File: src/design/fprt_pkg.sv
// ----------------------------------------------------------------------------
// fprt_pkg
// Shared constants for the finder pattern run tracker.
// ----------------------------------------------------------------------------
package fprt_pkg;

   localparam int LINE_LENGTH       = 4096;
   localparam int RUN_WIDTH_DEFAULT = 16;

   localparam int POS_WIDTH    = 12;
   localparam int RADIUS_WIDTH = 11;
   localparam int CENTRE_WIDTH = 13;
   localparam int MINR_WIDTH   = 8;
   localparam int STEP_WIDTH   = 3;

   localparam int CSR_ADDR_WIDTH = 2;
   localparam int CSR_DATA_WIDTH = 32;
   localparam logic [CSR_ADDR_WIDTH-1:0] CSR_MIN_RADIUS = 2'd0;

   localparam logic [STEP_WIDTH-1:0] STEP_CALIBRATING = 3'd7;
   localparam logic [STEP_WIDTH-1:0] STEP_FIRST       = 3'd0;
   localparam logic [STEP_WIDTH-1:0] STEP_WIDE        = 3'd2;
   localparam logic [STEP_WIDTH-1:0] STEP_DONE        = 3'd5;

   // floor(x / 7) = (x * DIV7_RECIP) >> DIV7_SHIFT, exact for 12-bit x
   localparam int                   DIV7_SHIFT = 14;
   localparam logic [POS_WIDTH-1:0] DIV7_RECIP = 12'd2341;
   localparam int                   DIV7_PROD_WIDTH = 2 * POS_WIDTH;
   localparam int                   QUOT_WIDTH = DIV7_PROD_WIDTH - DIV7_SHIFT;

endpackage

File: src/design/finder_pattern_run_tracker.sv
// ----------------------------------------------------------------------------
// finder_pattern_run_tracker
// 1:1:3:1:1 run detector for binarized scan lines, one pixel per beat.
// ----------------------------------------------------------------------------
// One pixel beat is accepted every clock while req_stall is low and yields
// exactly one result beat. The pixel is registered when it is accepted.
// When the output can advance, the run tracker (run length, unit length,
// match step) updates from the pixel register and the result register
// takes the hit flag, radius and centre. The radius is the span divided by
// seven with a single reciprocal multiply. The result is held while
// rsp_stall is high. With the pixel and result registers both full and the
// output stalled, req_stall rises in the same cycle. The tracker state
// updates once per pixel, so throughput is one pixel per clock while the
// output is not stalled. The user writes min_radius over the CSR port at
// byte address 0 only while idle; the block itself does not enforce this.
module finder_pattern_run_tracker #(
   parameter int RUN_WIDTH = fprt_pkg::RUN_WIDTH_DEFAULT
) (
   input  logic                                 clock,
   input  logic                                 reset,

   input  logic                                 req_valid,
   output logic                                 req_stall,
   input  logic                                 req_pixel_bright,
   input  logic [fprt_pkg::POS_WIDTH-1:0]       req_position,
   input  logic                                 req_restart,

   output logic                                 rsp_valid,
   input  logic                                 rsp_stall,
   output logic                                 rsp_found,
   output logic signed [fprt_pkg::RADIUS_WIDTH-1:0] rsp_radius,
   output logic signed [fprt_pkg::CENTRE_WIDTH-1:0] rsp_centre,

   input  logic                                 csr_psel,
   input  logic                                 csr_penable,
   input  logic                                 csr_pwrite,
   input  logic [fprt_pkg::CSR_ADDR_WIDTH-1:0]  csr_paddr,
   input  logic [fprt_pkg::CSR_DATA_WIDTH-1:0]  csr_pwdata,
   output logic [fprt_pkg::CSR_DATA_WIDTH-1:0]  csr_prdata,
   output logic                                 csr_pready
);

   localparam int POS_W  = fprt_pkg::POS_WIDTH;
   localparam int CMP_W  = RUN_WIDTH + 4;
   localparam int SPAN_W = POS_W + 1;
   localparam int QUOT_W = fprt_pkg::QUOT_WIDTH;
   localparam int PROD_W = fprt_pkg::DIV7_PROD_WIDTH;
   localparam logic [RUN_WIDTH-1:0] RUN_MAX = {RUN_WIDTH{1'b1}};
   localparam logic [POS_W-1:0] POS_MASK = POS_W'(fprt_pkg::LINE_LENGTH - 1);

   // ---------------- CSR ----------------
   logic [fprt_pkg::MINR_WIDTH-1:0] min_radius_ff, min_radius_in;

   assign csr_pready = 1'b1;

   always_comb begin
      min_radius_in = min_radius_ff;
      if (csr_psel && csr_penable && csr_pwrite && csr_paddr == fprt_pkg::CSR_MIN_RADIUS) begin
         min_radius_in = csr_pwdata[fprt_pkg::MINR_WIDTH-1:0];
      end
   end

   always_comb begin
      csr_prdata = '0;
      if (csr_paddr == fprt_pkg::CSR_MIN_RADIUS) begin
         csr_prdata = fprt_pkg::CSR_DATA_WIDTH'(min_radius_ff);
      end
   end

   // ---------------- pipeline control ----------------
   logic in_v_ff, in_v_in;
   logic out_v_ff, out_v_in;
   logic out_adv, in_adv;

   assign out_adv   = !out_v_ff || !rsp_stall;
   assign in_adv    = !in_v_ff || out_adv;
   assign req_stall = !in_adv;

   assign in_v_in  = in_adv ? req_valid : in_v_ff;
   assign out_v_in = out_adv ? in_v_ff : out_v_ff;

   // ---------------- pixel register ----------------
   logic             bright_ff, bright_in;
   logic [POS_W-1:0] pos_ff, pos_in;
   logic             restart_ff, restart_in;

   assign bright_in  = in_adv ? req_pixel_bright : bright_ff;
   assign pos_in     = in_adv ? (req_position & POS_MASK) : pos_ff;
   assign restart_in = in_adv ? req_restart : restart_ff;

   // ---------------- run tracker ----------------
   logic [fprt_pkg::STEP_WIDTH-1:0] step_ff, step_in;
   logic                            colour_ff, colour_in;
   logic [RUN_WIDTH-1:0]            run_ff, run_in;
   logic [RUN_WIDTH-1:0]            unit_ff, unit_in;
   logic [POS_W-1:0]                pstart_ff, pstart_in;

   logic [fprt_pkg::STEP_WIDTH-1:0] step_cur, step_nxt;
   logic                            colour_cur;
   logic [RUN_WIDTH-1:0]            run_cur, unit_cur;
   logic [POS_W-1:0]                pstart_cur;
   logic [CMP_W-1:0]                want, want3, twice;
   logic                            is_match, done_now;

   always_comb begin
      step_cur   = step_ff;
      colour_cur = colour_ff;
      run_cur    = run_ff;
      unit_cur   = unit_ff;
      pstart_cur = pstart_ff;
      if (restart_ff) begin
         step_cur   = fprt_pkg::STEP_CALIBRATING;
         colour_cur = 1'b0;
         run_cur    = '0;
         unit_cur   = '0;
         pstart_cur = '0;
      end

      if (step_cur == fprt_pkg::STEP_WIDE) begin
         want = CMP_W'(unit_cur) + (CMP_W'(unit_cur) << 1);
      end else begin
         want = CMP_W'(unit_cur);
      end
      want3    = want + (want << 1);
      twice    = CMP_W'(run_cur) << 1;
      is_match = (twice < want3) && (twice > want);

      step_in   = step_cur;
      colour_in = colour_cur;
      run_in    = run_cur;
      unit_in   = unit_cur;
      pstart_in = pstart_cur;
      step_nxt  = step_cur;
      done_now  = 1'b0;

      if (bright_ff != colour_cur) begin
         if (step_cur == fprt_pkg::STEP_CALIBRATING) begin
            step_nxt  = fprt_pkg::STEP_FIRST;
            unit_in   = run_cur;
            pstart_in = pos_ff;
         end else if (is_match) begin
            step_nxt = step_cur + 1'b1;
         end else if (colour_cur) begin
            step_nxt = fprt_pkg::STEP_FIRST;
         end else begin
            step_nxt = fprt_pkg::STEP_CALIBRATING;
         end
         colour_in = !colour_cur;
         if (step_nxt == fprt_pkg::STEP_DONE) begin
            step_in  = fprt_pkg::STEP_CALIBRATING;
            done_now = 1'b1;
            run_in   = '0;
         end else begin
            step_in = step_nxt;
            run_in  = RUN_WIDTH'(1);
         end
      end else if (run_cur != RUN_MAX) begin
         run_in = run_cur + 1'b1;
      end

      if (!(in_v_ff && out_adv)) begin
         step_in   = step_ff;
         colour_in = colour_ff;
         run_in    = run_ff;
         unit_in   = unit_ff;
         pstart_in = pstart_ff;
      end
   end

   // ---------------- radius and centre ----------------
   logic signed [SPAN_W-1:0] span;
   logic [PROD_W-1:0]        prod;
   logic [QUOT_W-1:0]        quot;
   logic                     span_pos, hit;
   logic [SPAN_W-1:0]        seven_r, half_r;
   logic                     found_ff, found_in;
   logic signed [fprt_pkg::RADIUS_WIDTH-1:0] radius_ff, radius_in;
   logic signed [fprt_pkg::CENTRE_WIDTH-1:0] centre_ff, centre_in;

   always_comb begin
      span     = SPAN_W'(pos_ff) - SPAN_W'(pstart_cur);
      span_pos = !span[SPAN_W-1] && (span != '0);
      prod     = PROD_W'(span[POS_W-1:0]) * PROD_W'(fprt_pkg::DIV7_RECIP);
      quot     = prod[PROD_W-1:fprt_pkg::DIV7_SHIFT];
      hit      = done_now && span_pos && (quot > QUOT_W'(min_radius_ff));
      seven_r  = (SPAN_W'(quot) << 3) - SPAN_W'(quot);
      half_r   = (seven_r + 1'b1) >> 1;

      found_in  = found_ff;
      radius_in = radius_ff;
      centre_in = centre_ff;
      if (out_adv) begin
         found_in  = hit;
         radius_in = hit ? fprt_pkg::RADIUS_WIDTH'(quot) : '0;
         centre_in = hit ? (fprt_pkg::CENTRE_WIDTH'(pos_ff) -
                            fprt_pkg::CENTRE_WIDTH'(half_r))
                         : '0;
      end
   end

   assign rsp_valid  = out_v_ff;
   assign rsp_found  = found_ff;
   assign rsp_radius = radius_ff;
   assign rsp_centre = centre_ff;

   // ---------------- registers ----------------
   always_ff @(posedge clock) begin
      if (reset) begin
         min_radius_ff <= '0;
         in_v_ff       <= 1'b0;
         out_v_ff      <= 1'b0;
         step_ff       <= fprt_pkg::STEP_CALIBRATING;
         colour_ff     <= 1'b0;
         run_ff        <= '0;
         unit_ff       <= '0;
         pstart_ff     <= '0;
      end else begin
         min_radius_ff <= min_radius_in;
         in_v_ff       <= in_v_in;
         out_v_ff      <= out_v_in;
         step_ff       <= step_in;
         colour_ff     <= colour_in;
         run_ff        <= run_in;
         unit_ff       <= unit_in;
         pstart_ff     <= pstart_in;
      end
   end

   always_ff @(posedge clock) begin
      bright_ff  <= bright_in;
      pos_ff     <= pos_in;
      restart_ff <= restart_in;
      found_ff   <= found_in;
      radius_ff  <= radius_in;
      centre_ff  <= centre_in;
   end

endmodule

File: config.mk
export PLATFORM = sky130hd
export DESIGN_NAME = finder_pattern_run_tracker
export DESIGN_NICKNAME = d
export VERILOG_FILES = /design/src/design/fprt_pkg.sv /design/src/design/finder_pattern_run_tracker.sv
export SDC_FILE = /design/constraint.sdc
export NUM_CORES = 1
export LEC_CHECK = 0
export ABC_CLOCK_PERIOD_IN_PS = 27100
export BUFFER_PORTS_ARGS = -buffer_cell sky130_fd_sc_hd__buf_2
export CAP_MARGIN = 20
export CORE_MARGIN = 2
export CORE_UTILIZATION = 25
export CTS_CLUSTER_DIAMETER = 200
export DETAILED_ROUTE_END_ITERATION = 12
export GPL_ROUTABILITY_DRIVEN = 0
export PLACE_DENSITY = 0.45
export SYNTH_ARGS = -nofsm -noshare
export SYNTH_HDL_FRONTEND = slang
export SYNTH_SLANG_ARGS = --single-unit
File: constraint.sdc
create_clock -name clock -period 27.1 [get_ports clock]
set_clock_uncertainty 0.1 [all_clocks]
set_input_delay 2.71 -clock clock [delete_from_list [all_inputs] [get_ports clock]]
set_output_delay 2.71 -clock clock [all_outputs]
set_load 0.005 [all_outputs]
==> Word level (Yosys, flattened, before mapping) <==
Cells that the tools add are included.
Widths: inputs -> output; s select.
{ "classes": {"addsub": 8, "n_bitwise": 0, "mul": 1, "n_lt_le_gt_ge": 3, "n_eq_ne": 5, "n_reduce_logical": 18, "shifts": 0, "div_mod_pow": 0, "muxes": 23} }
{ "op_table": {"columns": ["op", "n"], "rows": [
  ["$mux 16", 6],
  ["$mux 12", 3],
  ["$sub 12x12->13", 2],
  ["$mul 12x12->24 const B", 1],
  ["$mux 3", 7],
  ["$add 20x20->20", 1],
  ["$gt 17x20->1", 1],
  ["$lt 17x20->1", 1],
  ["$add 16x17->18", 1],
  ["$mux 18", 1],
  ["$add 16x1->16 const B", 1],
  ["$ne 16x16->1 const B", 1],
  ["$add 13x1->13 const B", 1],
  ["$reduce_bool 13->1", 1],
  ["$sub 13x10->13", 1],
  ["$gt 10x8->1", 1],
  ["$logic_and 1x1->1", 8],
  ["$mux 8", 1],
  ["$eq 3x3->1 const B", 2],
  ["$logic_not 1->1", 6],
  ["$mux 1", 5],
  ["$add 3x1->3 const B", 1],
  ["$eq 3x2->1 const B", 1],
  ["$logic_not 2->1", 1],
  ["2 further kinds", 3]
]} }
{ "totals": {"in_bits": 55, "elab_cells": 73, "memories": 0, "mem_bits_rw": 0, "romBits": 0, "ff_bits": 97, "latchBits": 0, "out_inout_bits": 60} }

==> Longest topological paths before layout <==
{ "depth": {"ltp_word": 14, "depth_mapped": 45} }

==> Least setup slack after synthesis <==
No wires, ideal clock.
{ "synth_path": {"path_type": "register -> register", "startpoint": "register restart_ff", "endpoint": "register centre_ff, in the netlist rsp_centre[12] (data pin)", "arrival_ns": 8.932, "path_stages_with_launch": 42, "setup_time_ns": 0.167, "path_slack_ns": 17.901, "period_less_slack_ns": 9.199, "required_ns": 26.833, "path_cell_list": "edfxtp_1 > inv_1 > clkbuf_1 > clkbuf_1 > clkbuf_1 > nand2_1 > fa_1 > a21o_1 > a21oi_1 > o21bai_1 > a2111oi_2 > o31ai_1 > a21oi_1 > xnor2_1 > and2_1 > ha_1 > fa_1 > inv_1 > (+6 left out) > o21ai_1 > a2111o_1 > a31oi_2 > o21ai_1 > a21oi_2 > xor2_2 > ha_1 > clkbuf_1 > nand2_1 > nor4_1 > nor3_1 > and3_1 > ha_1 > nor2b_1 > o21ai_0 > nand2b_1 > a21o_1 > a211oi_1"} }
{ "synth_between": {"elab_chain_len": 14, "word_cells_on_any_way": 33, "classes_between": "add/sub (7); mul (1); order compare (3); eq/ne (4); mux (12); reduce/logical (6)"} }
{ "synth_lines": {"columns": ["element", "line_no", "text"], "rows": [
  ["start, declared", "finder_pattern_run_tracker.sv:85", "logic restart_ff, restart_in;"],
  ["start signal, assigned", "finder_pattern_run_tracker.sv:232", "restart_ff <= restart_in;"],
  ["branches (longest 14 deep; another with $mul 12x12->24)", null, null],
  ["end signal, assigned", "finder_pattern_run_tracker.sv:235", "centre_ff <= centre_in;"],
  ["end, declared", "finder_pattern_run_tracker.sv:178", "logic signed [fprt_pkg::CENTRE_WIDTH-1:0] centre_ff, centre_in;"]
]} }
Several ways; the timed one is not identified. The select of a mux whose other input is x is not followed.
A chain may end at the register's enable or synchronous reset.

==> Worst setup path in the final report <==
{ "layout_path": {"startpoint": "register restart_ff", "endpoint": "register centre_ff, in the netlist rsp_centre[12] (data pin)"} }
{ "layout_between": {"word_cells_on_any_way": 33, "classes_between": "add/sub (7); mul (1); order compare (3); eq/ne (4); mux (12); reduce/logical (6)"} }
{ "layout_lines": {"columns": ["element", "line_no", "text"], "rows": [
  ["$mux 12 (*)", "finder_pattern_run_tracker.sv:111", "if (restart_ff) begin"],
  ["$sub 12x12->13 (*)", "finder_pattern_run_tracker.sv:181", "span = SPAN_W'(pos_ff) - SPAN_W'(pstart_cur);"],
  ["$mul 12x12->24 (*)", "finder_pattern_run_tracker.sv:183", "prod = PROD_W'(span[POS_W-1:0]) * PROD_W'(fprt_pkg::DIV7_RECIP);"],
  ["via prod[16]", "finder_pattern_run_tracker.sv:172", "logic [PROD_W-1:0] prod;"],
  ["$sub 13x10->13", "finder_pattern_run_tracker.sv:186", "seven_r = (SPAN_W'(quot) << 3) - SPAN_W'(quot);"],
  ["$add 13x1->13", "finder_pattern_run_tracker.sv:187", "half_r = (seven_r + 1'b1) >> 1;"],
  ["$sub 12x12->13", "finder_pattern_run_tracker.sv:195", "centre_in = hit ? (fprt_pkg::CENTRE_WIDTH'(pos_ff) -"]
]} }
The timed path passes the listed nets; every way through them passes the cells marked *. The select of a mux whose other input is x is not followed.

==> out/qor.json <==
{
  "worst-setup-path-type": {"value": "register to register"},
  "initial_antenna_violation_count": {"value": 0},
  "cts_tree": {"value": "yes"},
  "gr-usage-all-layers": {"value": 0.1279},
  "critical_path.max_stage_delay": {"value": 0.65, "unit": "ns"},
  "cts_made_buffers": {"value": 9},
  "min_period_over_period": {"value": 0.3765},
  "cts.clk_slew.worst_paths": {"value": 0.07, "unit": "ns"},
  "crit-reg2reg-capture": {"value": "rsp_centre[12]$_SDFFCE_PN0P_"},
  "initial_core_util": {"value": 0.2516},
  "drt_initial_violations": {"value": 431},
  "detail_route.wirelength": {"value": 26610, "unit": "µm"},
  "path_common_cell": {"value": "sky130_fd_sc_hd__inv_1"},
  "root_buffer": {"value": "sky130_fd_sc_hd__clkbuf_16"},
  "fin_crit": {"value": 10.20, "unit": "ns"},
  "die_area": {"value": 0.04244, "unit": "mm²"},
  "drc": {"value": 0},
  "setup_repair_after_global_routing_missed_its_margin": {"value": "no"},
  "crit-reg2reg-launch": {"value": "restart_ff$_DFFE_PN_"},
  "cpMaxStageDelayCell": {"value": "sky130_fd_sc_hd__xnor2_1"},
  "destination_of_the_worst_hold_path": {"value": "colour_ff$_SDFFE_PP0P_"},
  "synthMostInstantiatedCell": {"value": "sky130_fd_sc_hd__ha_1"},
  "synthesis.area_per_instance": {"value": 8.342, "unit": "µm²"},
  "dieWidth": {"value": 206.0, "unit": "µm"},
  "crit_path_end_kind": {"value": "register"},
  "grt_pass1_wl": {"value": 43090, "unit": "µm"},
  "cp_data_required_time": {"value": 27.18, "unit": "ns"},
  "setup_viol": {"value": 0},
  "synth-seq-area-share": {"value": 0.2257},
  "antenna-diode-count": {"value": 0},
  "post-cts-setup-buffers": {"value": 0},
  "cap_viol_max_count": {"value": 0},
  "startpoint_type": {"value": "register"},
  "max_slew_violation_count": {"value": 0},
  "timing.final.hold_violations": {"value": 0},
  "grt_max_degree": {"value": 61},
  "post-dp-hpwl": {"value": 21260, "unit": "µm"},
  "synth.cells.most_frequent": {"value": "sky130_fd_sc_hd__ha_1, sky130_fd_sc_hd__inv_1, sky130_fd_sc_hd__nor2_1"},
  "mappedNetlistArea": {"value": 0.01020, "unit": "mm²"},
  "hold_path.startpoint": {"value": "colour_ff$_SDFFE_PP0P_"},
  "layout-area-overhead-vs-synth": {"value": 11.03, "unit": "%"},
  "status": {"value": "finished clean"},
  "chipHeight": {"value": 206.0, "unit": "µm"},
  "globalRouteOverflowTotal": {"value": 0},
  "worst_ep_arrival_time": {"value": 10.29, "unit": "ns"},
  "core_area": {"value": 0.04055, "unit": "mm²"},
  "synth.lib_cells_used.distinct": {"value": 80},
  "drive_gt1_frac": {"value": 0.09311},
  "post_drt_via_cell_ratio": {"value": 4.659},
  "cts_max_level": {"value": 3},
  "clock_latency": {"value": 0.36, "unit": "ns"},
  "least_margin_pin_slew": {"value": 0.8691, "unit": "ns"},
  "post_cts_resized": {"value": 0},
  "netlist_instances": {"value": 1223},
  "hold_path_class": {"value": "register to register"},
  "cell_type_with_the_highest_aggregate_area_in_the_netlist": {"value": "sky130_fd_sc_hd__ha_1"},
  "synth_warnings": {"value": 0},
  "row_count": {"value": 74},
  "vias": {"value": 8432},
  "route.antenna.remaining_nets": {"value": 0},
  "drt-wirelength-per-cell": {"value": 14.70, "unit": "µm"},
  "setup.reg_to_reg.worst_slack": {"value": 16.90, "unit": "ns"},
  "postSynthRegisterBits": {"value": 96},
  "holdPathStages": {"value": 2},
  "layout.nets": {"value": 1524},
  "timing.fmax": {"value": 98.02, "unit": "MHz"},
  "grt_pass1_vias": {"value": 8204},
  "clkSinkCount": {"value": 96},
  "i_o_pins": {"value": 115},
  "synth_top_area_frac": {"value": 0.2134},
  "critPathMaxFanout": {"value": 30},
  "synth_async_sr_flop_share": {"value": 0},
  "setup_tns": {"value": 0, "unit": "ns"},
  "slew-limit-headroom": {"value": 0.4185},
  "clock_buffer_depth": {"value": 2},
  "ctsHoldBuffers": {"value": 0},
  "top_reg_cell_synth": {"value": "sky130_fd_sc_hd__dfxtp_1"},
  "placement.io_buffers": {"value": 64},
  "reg2reg_depth": {"value": 38},
  "drt_pre_antenna_iters": {"value": 4},
  "synth_edf_count": {"value": 38},
  "synthTopCellsByArea": {"value": "sky130_fd_sc_hd__ha_1, sky130_fd_sc_hd__dfxtp_1, sky130_fd_sc_hd__edfxtp_1"}
}
cell type report:
class                   instances  area [µm²]
clock inverters                 6       58.81
repair buffers                 76       430.4
well taps                     532       665.6
multi-input cells             963        7164
inverters                     127       476.7
fillers                      4388       29230
clock buffers                  10       229.0
flip-flops and latches         96        2302
flip-flops by register name, indices dropped and copies added, names as in the netlist:
signal         count
bright_ff          1
colour_ff          1
in_v_ff            1
min_radius_ff      8
pos_ff            12
pstart_ff         12
restart_ff         1
rsp_centre        13
rsp_found          1
rsp_radius        10
rsp_valid          1
run_ff            16
step_ff            3
unit_ff           16
layout by cell type, fill, tap and decap left out, drive strengths merged, types with 5 or more instances in the layout:
cell	synthesis	routed
nand2b	9	9
ha	174	174
nand4	13	13
nor2	122	122
nand2	92	92
o21bai	12	12
clkbuf	31	10
xor2	26	26
a211oi	7	7
inv	127	128
a31oi	13	13
a2111oi	8	8
o21a	13	13
a22oi	35	35
fa	22	22
dfxtp	58	58
or2	7	7
o21ai	64	64
xnor2	43	43
buf	30	76
mux2i	9	9
nor3	28	28
and2	10	10
edfxtp	38	38
or3	6	6
o31ai	5	5
and3	9	9
a21oi	80	80
nand3	19	19
a21o	28	28
conb	2	26
nor2b	32	32
worst max-delay path: cells and delay by family (launching register included):
kind,cells,cell delay (ns)
flip-flops,1,0.36
AO/OA/AOI/OAI,15,3.26
XOR/XNOR,2,1.25
adder cells (fa/ha/maj),7,2.78
buffers and inverters,7,1.03
AND/OR/NAND/NOR,7,1.21
stage by stage:
step | area (µm²) | util | hold WS [ns] | std cells | worst slack, ns
floorplan | 10290 | - | 0.3318 | 1247 | 17.90
global placement | 11010 | 0.2715 | 0.3439 | 1793 | 16.89
detailed placement | 11010 | 0.2715 | 0.3434 | 1793 | 16.89
CTS | 11300 | 0.2786 | 0.3545 | 1809 | 16.80
global route | 11330 | 0.2793 | 0.3731 | 1810 | 16.03
finish | 11330 | 0.2793 | 0.3541 | 1810 | 16.90
how the worst max path moves through the flow:
| stage | startpoint | endpoint | slack [ns] | cells after the start |
|---|---|---|---|---|
| after floorplan | restart_ff$_DFFE_PN_ | rsp_centre[12]$_SDFFCE_PN0P_ | 17.90 | 41 |
| after global placement | restart_ff$_DFFE_PN_ | rsp_centre[12]$_SDFFCE_PN0P_ | 16.89 | 38 |
| after detailed placement | restart_ff$_DFFE_PN_ | rsp_centre[12]$_SDFFCE_PN0P_ | 16.89 | 38 |
| after CTS | restart_ff$_DFFE_PN_ | rsp_centre[12]$_SDFFCE_PN0P_ | 16.80 | 38 |
| after global routing | restart_ff$_DFFE_PN_ | rsp_centre[12]$_SDFFCE_PN0P_ | 16.03 | 38 |
| final | restart_ff$_DFFE_PN_ | rsp_centre[12]$_SDFFCE_PN0P_ | 16.90 | 38 |
routing by layer:
| layer | global-route usage | vias up | routed length [µm] |
|---|---|---|---|
| met5 | 0 | - | 0 |
| li1 | - | 4361 | - |
| met2 | 0.2208 | 80 | 12900 |
| met3 | 0.01230 | 9 | 575 |
| met4 | 0.02066 | 0 | 186 |
| met1 | 0.1748 | 3982 | 12950 |
cells by family after synthesis:
group / synth area share
other: 0.0007361
AO/OA/AOI/OAI: 0.1864
multiplexers: 0.009934
flip-flops: 0.2257
buffers and inverters: 0.08119
XOR/XNOR: 0.06365
adder cells (fa/ha/maj): 0.2585
AND/OR/NAND/NOR: 0.1739
Power is not shown: default switching activity piles up to over one toggle a cycle in this logic, so the estimate is an artifact.
